`src/rtl/gre_pkg.sv`:
```
// Package for the gated reciprocal frequency estimator.
// Holds register codes, the configuration struct, the sequencer states and scale tables.
// No dependencies.
`default_nettype none

package gre_pkg;

    localparam int COUNT_W   = 32;
    localparam int FREQ_W    = 54;
    localparam int WIDE_W    = FREQ_W + 4;
    localparam int SCALE_W   = 14;
    localparam int DEC_IDX_W = 5;

    localparam logic [FREQ_W-1:0]  FREQ_MAX_MHZ = 54'd10000000000000000;
    localparam logic [COUNT_W-1:0] GATE_MIN     = 32'd1000;

    typedef enum logic [1:0] {
        REG_METER_ENABLED    = 2'd0,
        REG_GATE_TIME        = 2'd1,
        REG_REF_CLOCK        = 2'd2,
        REG_PERIODS_EXPONENT = 2'd3
    } reg_idx_t;

    typedef struct packed {
        logic       meter_enabled;
        logic [1:0] gate_time;
        logic [1:0] ref_clock;
        logic [2:0] periods_exponent;
    } cfg_t;

    typedef enum logic [2:0] {
        ST_IDLE,
        ST_MUL,
        ST_DIV,
        ST_SAT,
        ST_SCALE,
        ST_PUB
    } state_t;

    // mHz per gate count for each gate time code; code 3 acts as 10 s
    function automatic logic [SCALE_W-1:0] gate_scale(input logic [1:0] code);
        logic [SCALE_W-1:0] s;
        unique case (code)
            2'd0:    s = 14'd10000;
            2'd1:    s = 14'd1000;
            default: s = 14'd100;
        endcase
        return s;
    endfunction

    // Ten to the power idx for the period numerators (1e8 up to 1e16)
    function automatic logic [FREQ_W-1:0] pow10(input logic [DEC_IDX_W-1:0] idx);
        logic [FREQ_W-1:0] p;
        unique case (idx)
            5'd8:    p = 54'd100000000;
            5'd9:    p = 54'd1000000000;
            5'd10:   p = 54'd10000000000;
            5'd11:   p = 54'd100000000000;
            5'd12:   p = 54'd1000000000000;
            5'd13:   p = 54'd10000000000000;
            5'd14:   p = 54'd100000000000000;
            5'd15:   p = 54'd1000000000000000;
            5'd16:   p = 54'd10000000000000000;
            default: p = '0;
        endcase
        return p;
    endfunction

endpackage

`default_nettype wire

```
`src/rtl/gated_reciprocal_freq_estimator.sv`:
```
// Gated reciprocal frequency estimator: gate and period counts in, mHz out.
// Gate item: result after the multiply, saturate, scale and publish states. Period item:
// 54-step divider, then quotient load, saturate, scale and publish; a zero period count
// skips the divider. One item at a time; s_tready is high only while the sequencer idles.
// Items that yield no result are absorbed in the cycle they are accepted.
// Reset (rst_n, async, active low) clears the sequencer, use_period, previous value and
// the output valid; registers return to meter on, gate 1 s, 100 kHz ref, one period.
// Depends on gre_pkg, gre_regs and gre_div.
`default_nettype none

module gated_reciprocal_freq_estimator
    import gre_pkg::*;
(
    input  wire logic        clk,
    input  wire logic        rst_n,
    // config port
    input  wire logic        psel,
    input  wire logic        penable,
    input  wire logic        pwrite,
    input  wire logic [3:0]  paddr,
    input  wire logic [31:0] pwdata,
    output logic [31:0]      prdata,
    output logic             pready,
    // input items
    input  wire logic        s_tvalid,
    output logic             s_tready,
    input  wire logic [31:0] s_tdata,   // [31:0] count
    input  wire logic        s_tuser,   // [0] kind: 0 gate, 1 period
    // result items
    output logic             m_tvalid,
    input  wire logic        m_tready,
    output logic [55:0]      m_tdata,   // [53:0] frequency_mhz, [55:54] zero
    output logic             m_tuser    // [0] unstable
);

    cfg_t cfg;

    gre_regs u_regs (
        .clk     (clk),
        .rst_n   (rst_n),
        .psel    (psel),
        .penable (penable),
        .pwrite  (pwrite),
        .paddr   (paddr),
        .pwdata  (pwdata),
        .prdata  (prdata),
        .pready  (pready),
        .cfg     (cfg)
    );

    state_t state_reg, state_next;

    logic                 use_period_reg;
    logic [FREQ_W-1:0]    prev_reg;
    logic [FREQ_W-1:0]    raw_reg;
    logic [COUNT_W-1:0]   count_reg;
    logic [SCALE_W-1:0]   scale_reg;
    logic [WIDE_W-1:0]    raw10_reg;
    logic [WIDE_W-1:0]    lo_reg;
    logic [WIDE_W-1:0]    hi_reg;
    logic                 out_valid_reg;
    logic [FREQ_W-1:0]    out_freq_reg;
    logic                 out_bad_reg;

    logic                 accept;
    logic                 is_gate;
    logic                 small_gate;
    logic                 zero_count;
    logic                 out_free;
    logic                 bad;
    logic [2:0]           exp_clamped;
    logic [DEC_IDX_W-1:0] dec_idx;
    logic [FREQ_W-1:0]    numer;

    logic                 div_start;
    logic                 div_done;
    logic [FREQ_W-1:0]    div_quo;

    // sequencer strobes
    logic ld_gate, ld_zero, set_up, clr_up, ld_div, ld_sat, ld_scale, ld_out;

    assign accept     = s_tvalid & s_tready;
    assign is_gate    = ~s_tuser;
    assign small_gate = (s_tdata < GATE_MIN);
    assign zero_count = (s_tdata == '0);
    assign out_free   = ~out_valid_reg | m_tready;

    // Numerator is 10^(5+ref) * 10^exp * 1000; fallback is 1e9
    assign exp_clamped = (cfg.periods_exponent > 3'd5) ? 3'd5 : cfg.periods_exponent;
    assign dec_idx     = cfg.meter_enabled
                       ? DEC_IDX_W'(5'd8 + {3'b0, cfg.ref_clock} + {2'b0, exp_clamped})
                       : DEC_IDX_W'(5'd9);
    assign numer       = pow10(dec_idx);

    gre_div u_div (
        .clk      (clk),
        .rst_n    (rst_n),
        .start    (div_start),
        .dividend (numer),
        .divisor  (s_tdata),
        .done     (div_done),
        .quotient (div_quo)
    );

    // Unstable when 10*new falls outside [9*prev, 11*prev]
    assign bad = (raw10_reg < lo_reg) || (raw10_reg > hi_reg);

    always_comb
    begin
        state_next = state_reg;
        unique case (state_reg)
            ST_IDLE:
            begin
                if (accept)
                begin
                    if (is_gate && !use_period_reg && !small_gate)
                        state_next = ST_MUL;
                    else if (!is_gate && use_period_reg)
                        state_next = zero_count ? ST_SAT : ST_DIV;
                end
            end
            ST_MUL:   state_next = ST_SAT;
            ST_DIV:   if (div_done) state_next = ST_SAT;
            ST_SAT:   state_next = ST_SCALE;
            ST_SCALE: state_next = ST_PUB;
            ST_PUB:   if (out_free) state_next = ST_IDLE;
            default:  state_next = ST_IDLE;
        endcase
    end

    always_comb
    begin
        s_tready  = 1'b0;
        ld_gate   = 1'b0;
        ld_zero   = 1'b0;
        set_up    = 1'b0;
        clr_up    = 1'b0;
        div_start = 1'b0;
        ld_div    = 1'b0;
        ld_sat    = 1'b0;
        ld_scale  = 1'b0;
        ld_out    = 1'b0;
        unique case (state_reg)
            ST_IDLE:
            begin
                s_tready = 1'b1;
                if (accept)
                begin
                    if (is_gate && !use_period_reg)
                    begin
                        // a coarse gate count hands over to the period count
                        set_up  = small_gate;
                        ld_gate = ~small_gate;
                    end
                    else if (!is_gate && use_period_reg)
                    begin
                        clr_up    = 1'b1;
                        ld_zero   = zero_count;
                        div_start = ~zero_count;
                    end
                end
            end
            ST_MUL:   ;
            ST_DIV:   ld_div = div_done;
            ST_SAT:   ld_sat = 1'b1;
            ST_SCALE: ld_scale = 1'b1;
            ST_PUB:   ld_out = out_free;
            default:  ;
        endcase
    end

    always_ff @(posedge clk or negedge rst_n)
    begin
        if (!rst_n)
        begin
            state_reg      <= ST_IDLE;
            use_period_reg <= 1'b0;
            prev_reg       <= '0;
            out_valid_reg  <= 1'b0;
        end
        else
        begin
            state_reg <= state_next;
            if (set_up)
                use_period_reg <= 1'b1;
            else if (clr_up)
                use_period_reg <= 1'b0;
            // keep the raw value as reference whether stable or not
            if (ld_out)
            begin
                prev_reg      <= raw_reg;
                out_valid_reg <= 1'b1;
            end
            else if (m_tready)
                out_valid_reg <= 1'b0;
        end
    end

    always_ff @(posedge clk)
    begin
        if (ld_gate)
        begin
            count_reg <= s_tdata;
            scale_reg <= cfg.meter_enabled ? gate_scale(cfg.gate_time) : 14'd10000;
        end
        if (state_reg == ST_MUL)
            raw_reg <= FREQ_W'({22'b0, count_reg} * {40'b0, scale_reg});
        else if (ld_zero)
            raw_reg <= '0;
        else if (ld_div)
            raw_reg <= div_quo;
        else if (ld_sat && (raw_reg > FREQ_MAX_MHZ))
            raw_reg <= FREQ_MAX_MHZ;
        if (ld_scale)
        begin
            raw10_reg <= {1'b0, raw_reg, 3'b0} + {3'b0, raw_reg, 1'b0};
            lo_reg    <= {1'b0, prev_reg, 3'b0} + {4'b0, prev_reg};
            hi_reg    <= {1'b0, prev_reg, 3'b0} + {3'b0, prev_reg, 1'b0} + {4'b0, prev_reg};
        end
        if (ld_out)
        begin
            out_freq_reg <= bad ? '0 : raw_reg;
            out_bad_reg  <= bad;
        end
    end

    assign m_tvalid = out_valid_reg;
    assign m_tdata  = {2'b0, out_freq_reg};
    assign m_tuser  = out_bad_reg;

endmodule

`default_nettype wire

```
`src/rtl/gre_regs.sv`:
```
// APB configuration registers for the frequency estimator.
// Depends on gre_pkg for the register codes and the cfg_t struct.
`default_nettype none

module gre_regs
    import gre_pkg::*;
(
    input  wire logic        clk,
    input  wire logic        rst_n,
    input  wire logic        psel,
    input  wire logic        penable,
    input  wire logic        pwrite,
    input  wire logic [3:0]  paddr,
    input  wire logic [31:0] pwdata,
    output logic [31:0]      prdata,
    output logic             pready,
    output cfg_t             cfg
);

    cfg_t     cfg_reg;
    reg_idx_t idx;
    logic     wr_en;

    assign pready = 1'b1;
    assign idx    = reg_idx_t'(paddr[3:2]);
    assign wr_en  = psel & penable & pwrite;
    assign cfg    = cfg_reg;

    always_ff @(posedge clk or negedge rst_n)
    begin
        if (!rst_n)
        begin
            cfg_reg.meter_enabled    <= 1'b1;
            cfg_reg.gate_time        <= 2'd1;
            cfg_reg.ref_clock        <= 2'd0;
            cfg_reg.periods_exponent <= 3'd0;
        end
        else if (wr_en)
        begin
            unique case (idx)
                REG_METER_ENABLED:    cfg_reg.meter_enabled    <= pwdata[0];
                REG_GATE_TIME:        cfg_reg.gate_time        <= pwdata[1:0];
                REG_REF_CLOCK:        cfg_reg.ref_clock        <= pwdata[1:0];
                REG_PERIODS_EXPONENT: cfg_reg.periods_exponent <= pwdata[2:0];
            endcase
        end
    end

    always_comb
    begin
        prdata = '0;
        unique case (idx)
            REG_METER_ENABLED:    prdata[0]   = cfg_reg.meter_enabled;
            REG_GATE_TIME:        prdata[1:0] = cfg_reg.gate_time;
            REG_REF_CLOCK:        prdata[1:0] = cfg_reg.ref_clock;
            REG_PERIODS_EXPONENT: prdata[2:0] = cfg_reg.periods_exponent;
        endcase
    end

endmodule

`default_nettype wire

```
`src/rtl/gre_div.sv`:
```
// Restoring divider, one quotient bit per cycle, for the period path.
// Depends on gre_pkg for the dividend and divisor widths.
`default_nettype none

module gre_div
    import gre_pkg::*;
(
    input  wire logic               clk,
    input  wire logic               rst_n,
    input  wire logic               start,
    input  wire logic [FREQ_W-1:0]  dividend,
    input  wire logic [COUNT_W-1:0] divisor,
    output logic                    done,
    output logic [FREQ_W-1:0]       quotient
);

    localparam int STEP_W = $clog2(FREQ_W);

    logic [FREQ_W-1:0]  quo_reg;
    logic [COUNT_W-1:0] rem_reg;
    logic [COUNT_W-1:0] dsr_reg;
    logic [STEP_W-1:0]  cnt_reg;
    logic               busy_reg;
    logic               done_reg;

    logic [COUNT_W:0]   trial;
    logic [COUNT_W:0]   diff;
    logic               ge;
    logic               last;

    assign trial    = {rem_reg, quo_reg[FREQ_W-1]};
    assign diff     = trial - {1'b0, dsr_reg};
    assign ge       = (trial >= {1'b0, dsr_reg});
    assign last     = (cnt_reg == STEP_W'(FREQ_W - 1));
    assign done     = done_reg;
    assign quotient = quo_reg;

    always_ff @(posedge clk or negedge rst_n)
    begin
        if (!rst_n)
        begin
            busy_reg <= 1'b0;
            done_reg <= 1'b0;
            cnt_reg  <= '0;
        end
        else
        begin
            done_reg <= busy_reg & last;
            if (start)
            begin
                busy_reg <= 1'b1;
                cnt_reg  <= '0;
            end
            else if (busy_reg)
            begin
                cnt_reg <= cnt_reg + STEP_W'(1);
                if (last)
                    busy_reg <= 1'b0;
            end
        end
    end

    // Shift the dividend out at the top while quotient bits enter at the bottom
    always_ff @(posedge clk)
    begin
        if (start)
        begin
            quo_reg <= dividend;
            rem_reg <= '0;
            dsr_reg <= divisor;
        end
        else if (busy_reg)
        begin
            quo_reg <= {quo_reg[FREQ_W-2:0], ge};
            rem_reg <= ge ? diff[COUNT_W-1:0] : trial[COUNT_W-1:0];
        end
    end

endmodule

`default_nettype wire
```
`config.mk`:
```
export PLATFORM = sky130hd
export DESIGN_NAME = gated_reciprocal_freq_estimator
export DESIGN_NICKNAME = d
export VERILOG_FILES = /design/src/rtl/gre_pkg.sv /design/src/rtl/gated_reciprocal_freq_estimator.sv /design/src/rtl/gre_regs.sv /design/src/rtl/gre_div.sv
export SDC_FILE = /design/constraint.sdc
export NUM_CORES = 2
export LEC_CHECK = 0
export ABC_AREA = 0
export BUFFER_PORTS_ARGS = -buffer_cell sky130_fd_sc_hd__buf_2
export CORE_AREA = 4 4 360 362
export CTS_CLUSTER_DIAMETER = 100
export DETAILED_ROUTE_END_ITERATION = 12
export DIE_AREA = 0 0 364 366
export PLACE_DENSITY_LB_ADDON = 0.15
export REMOVE_ABC_BUFFERS = 1
export SKIP_CTS_REPAIR_TIMING = 1
export SYNTH_ARGS = -nofsm -noshare
export SYNTH_HDL_FRONTEND = slang
export SYNTH_SLANG_ARGS = --single-unit
```
`constraint.sdc`:
```
create_clock -name clk -period 15.8 [get_ports clk]
set_input_delay 0.79 -clock clk [delete_from_list [all_inputs] [get_ports clk]]
set_output_delay 0.79 -clock clk [all_outputs]
set_load 0.02 [all_outputs]
```
# Word level (Yosys, flattened, before mapping)
# Memory sizes are Yosys's and may differ from the RTL's.
# Index checks and enable logic that the tools add are counted.
# word_totals
regBits	522
latchBits	0
ram_bits	0
romBits	1344
input_bits	76
out_inout_bits	92
elab_cells	136
memories	1
# mem_list
memory	depth	width	rd	rd_clocked_by_memory_dff	write_ports	line_no	text
(no name shown)	32	42	1	0	0	gre_pkg.sv:54	unique case (idx)
# op_classes
n_addsub	8
n_mul	1
div_mod_pow	0
n_lt_le_gt_ge	6
n_eq_ne	14
n_shift	0
muxes	52
bitwise_logic	9
n_reduce_logical	22
# ops
operator	n
$mux W54	4
$add A57 B55 Y58	2
$mux W46	2
$add A57 B54 Y58	1
$add A58 B54 Y58	1
$gt A58 B58 Y1	1
$lt A58 B58 Y1	1
$gt A54 B54 Y1 const B	1
$mul A32 B14 Y46	1
$ge A33 B32 Y1	1
$logic_not A32 Y1	1
$lt A32 B10 Y1 const B	1
$mux W1	32
$mux W32	1
$sub A32 B32 Y32	1
$pmux W14 S2	1
$mux W3	6
$pmux W3 S6	1
$mux W6	2
$reduce_and A2 Y1	4
$reduce_bool A2 Y1	4
$add A6 B1 Y6 const B	1
$eq A3 B2 Y1 const B	2
$eq A3 B3 Y1 const B	2
24 further kinds	38

# Logic depth before layout (Yosys ltp)
# depth
ltp_word	7
mapped_depth	25
mapped_depth_nobuf	24

# Modules after synthesis
# A second synthesis with hierarchy kept.
# hier_totals
hier_cells	4481
hier_area_um2	44473.9
# by_module_without_submodules
module	n_inst	cells_each	area_each_um2	seq_area_each_um2
gated_reciprocal_freq_estimator	1	3801	36936.7	10945.5
gre_div	1	619	6909.1	3423.3
gre_regs	1	61	628.1	202.7

# Worst setup path before layout
# OpenSTA, ideal clock, no wires.
# synth_path
kind	register to register
from	register scale_reg[10]
to	register raw_reg[42] (data pin)
setup_ns	0.270
t_arrival_ns	5.926
t_required_ns	15.530
slack_ns	9.605
path_stages_with_launch	23
path_buffers	2
period_less_slack_ns	6.195
cell_sequence	edfxtp_1 > clkbuf_1 > and2_1 > inv_1 > fa_1 > fa_1 > inv_1 > fa_1 > fa_1 > fa_1 > ha_1 > ha_1 > buf_2 > nand4_1 > or2_2 > nor2_1 > a211oi_1 > a211oi_1 > o211ai_1 > a31oi_1 > nor4_1 > o31ai_1 > o21ai_0
# synth_between
elab_chain_len	2
# synth_rtl
element	line_no	text
start, declared	gated_reciprocal_freq_estimator.sv:57	logic [SCALE_W-1:0] scale_reg;
start signal, assigned	gated_reciprocal_freq_estimator.sv:204	scale_reg <= cfg.meter_enabled ? gate_scale(cfg.gate_time) : 14'd10000;
$mul A32 B14 Y46	gated_reciprocal_freq_estimator.sv:207	raw_reg <= FREQ_W'({22'b0, count_reg} * {40'b0, scale_reg});
$mux W46	gated_reciprocal_freq_estimator.sv:206	if (state_reg == ST_MUL)
end signal, assigned	gated_reciprocal_freq_estimator.sv:207	
end signal, assigned	gated_reciprocal_freq_estimator.sv:211	raw_reg <= div_quo;
end, declared	gated_reciprocal_freq_estimator.sv:55	logic [FREQ_W-1:0] raw_reg;
# No other way between the ends.
# A chain may end at the register's enable or synchronous reset.

# Worst setup path in the final report
# Same ends and word-level chain as after synthesis.

==> impl_metrics.tcl <==
set metrics [dict create \
    first_pass_iters 5 \
    ys_ff_latch 511 \
    synth_edf_count 396 \
    boundaryPins 168 \
    hpwl_mm 92.80 \
    synthCells 4366 \
    tns_ns 0 \
    antenna_found_initial 4 \
    clock-root-buffer "clkbuf_16" \
    grt_pass1_vias 32340 \
    maxCapViolations 0 \
    syn_area_per_cell_um2 10.08 \
    finalCriticalPeriod_ns 7.414 \
    clockBufferDepth 3 \
    synth-main-ff-cell "edfxtp_1" \
    critPathMaxFanout 32 \
    grt_pass1_wl_mm 185.8 \
    syn_area_um2 44010 \
    finalClockSkew_ns 0.03115 \
    rows 131 \
    wl_met3_mm 3.494 \
    relSlewSlack_pct 27.76 \
    critPathKind "reg -> reg" \
    critPathLaunchType "register" \
    clk_pin_slew_ns 0.06 \
    die_w_um 364 \
    drive_gt1_share_pct 7.493 \
    ys.warnings.count 0 \
    coreArea_um2 126700 \
    hold_violations 0 \
    remaining_drc_errors 0 \
    cts-buffers-inserted 67 \
    cts_sinks 511 \
    ant_nets 0 \
    tritoncts "built" \
    top_layer_used "met5" \
    synthArstFlopShare_pct 14.68 \
    wl_per_cell_um 19.23 \
    areaGrowthSynthToFinish_pct 9.997 \
    rsz0062_at_grt "false" \
    die_area_um2 133200 \
    wl_met2_mm 56.46 \
    min_path_type "in -> async" \
    clk_latency_ns 0.64 \
    status "completed" \
    fp.dieH_um 366 \
    wirelength_mm 118.3 \
    gp_congestion 0.8722 \
    drt-met1-wl_mm 55.31 \
    routed_via_density 5.086 \
    slew_viol_final 0 \
    tightest_slew_ns 1.072 \
    via_count 31290 \
    cp-end-kind "register" \
    max_freq_ghz 0.1349 \
    crit_arrival_ns 7.71 \
    reg2regPathDepth 21 \
    ys_seq_area_share_pct 33.11 \
    start_util_pct 34.73 \
    crit_required_ns 16.10 \
    ys_types 87 \
    largest_reg_flops 58 \
    finalSetupViolCount 0 \
    grt_max_degree 78 \
    port_buffers 104 \
    track_usage_pct 17.75 \
    h-tree-depth 3 \
    final_nets 5290 \
    overflow 0 \
    drtIter0Drc 1810 \
    min_period_over_period_pct 46.93 \
]
-- routing by layer --
layer	up-vias	global-route usage [%]
li1	15390	-
met1	15290	24.20
met2	449	29.90
met3	149	2.072
met4	2	4.573
met5	-	0
-- cells by family (layout without fill, tap and decap cells) --
family,after synthesis,count (layout),share of synthesized area (%)
flip-flops,511,511,33.11
multiplexers,85,85,2.135
other,2,37,0.01707
buffers and inverters,729,817,6.610
AND/OR/NAND/NOR,1037,1037,11.76
XOR/XNOR,213,213,4.239
AO/OA/AOI/OAI,1005,1005,14.80
adder cells (fa/ha/maj),784,784,27.32
-- cell usage after synthesis (all sizes together) (33+ instances only) --
master	number	area (µm²)
and2	179	1120
nor3	43	215.2
edfxtp	396	11890
nor2	190	718.2
xor2	78	683.2
nand4	71	444.2
dfxtp	40	800.8
clkbuf	111	416.7
mux2	61	686.9
a21o	198	1486
fa	295	5906
dfrtp	73	1827
nand3	64	320.3
o21a	33	247.7
a21oi	269	1350
a211oi	45	342.8
nand2b	34	212.7
o21bai	37	277.8
ha	489	6118
nor2b	37	231.5
o21ai	212	1061
xnor2	135	1182
inv	565	2121
nand2	310	1164
buf	52	367.9
-- cell type report --
cell class                      instances  area [µm²]
Antenna cell                            5       12.51
Clock buffer                           96        1942
Clock inverter                         27       291.5
Fill cell                           12770       78290
Inverter                              566        2125
Multi-Input combinational cell       3156       26680
Sequential cell                       511       14570
Tap cell                             1662        2079
Timing Repair Buffer                  128       703.2
-- worst paths after layout --
path                                               start                            end  slack, ns
max in group asynchronous                          rst_n       u_div.busy_reg$_DFF_PN0_      14.55
min in group clk                                 s_tuser     use_period_reg$_DFFE_PN0P_       0.36
hold reg to reg            u_div.rem_reg[7]$_SDFFE_PP0P_  u_div.rem_reg[7]$_SDFFE_PP0P_       0.48
setup reg to reg             scale_reg[10]$_SDFFCE_PN1P_          raw_reg[42]$_DFFE_PP_       8.39
setup / recovery             scale_reg[10]$_SDFFCE_PN1P_          raw_reg[42]$_DFFE_PP_       8.39
hold / removal                                     rst_n        prev_reg[6]$_DFFE_PN0P_       0.18
-- placed cells by master, fill, tap and decap left out, drive strengths merged, types with 64 or more instances in the layout --
cell    netlist  final
dfrtp        73     73
nor2        190    190
clkbuf      111     96
a21oi       269    269
nand2       310    310
edfxtp      396    396
inv         565    572
ha          489    489
nand3        64     64
and2        179    179
fa          295    295
xor2         78     78
o21ai       212    212
nand4        71     71
buf          52    128
xnor2       135    135
a21o        198    198
-- through the flow --
stage	setup slack [ns]	cells	utilization [%]	hold slack, ns	instance area, µm²
after global placement	8.348	6023	36.43	0.4653	46160
after detailed placement	8.357	6023	36.43	0.4727	46160
after CTS	8.306	6146	38.20	0.1604	48390
after global routing	7.946	6146	38.20	0.1942	48390
final	8.386	6151	38.21	0.1757	48410
after floorplan	8.892	4233	-	0.4480	43340
-- worst max-delay path, cell delays in order, from the launching register on --
cell and delay [ns]:
edfxtp_1 0.32, buf_4 0.32, and2_1 0.32, inv_1 0.09, fa_1 0.45, fa_1 0.55, inv_1 0.05, fa_1 0.47
fa_1 0.52, fa_1 0.49, ha_1 0.31, ha_1 0.44, nand4_1 0.22, or2_2 0.33, nor2_1 0.26, a211oi_1 0.18
a211oi_1 0.47, o211ai_1 0.22, a31oi_1 0.37, nor4_1 0.09, o31ai_1 0.30, o21ai_0 0.27
Power is not shown: default switching activity piles up to over one toggle a cycle in this logic, so the estimate is an artifact.
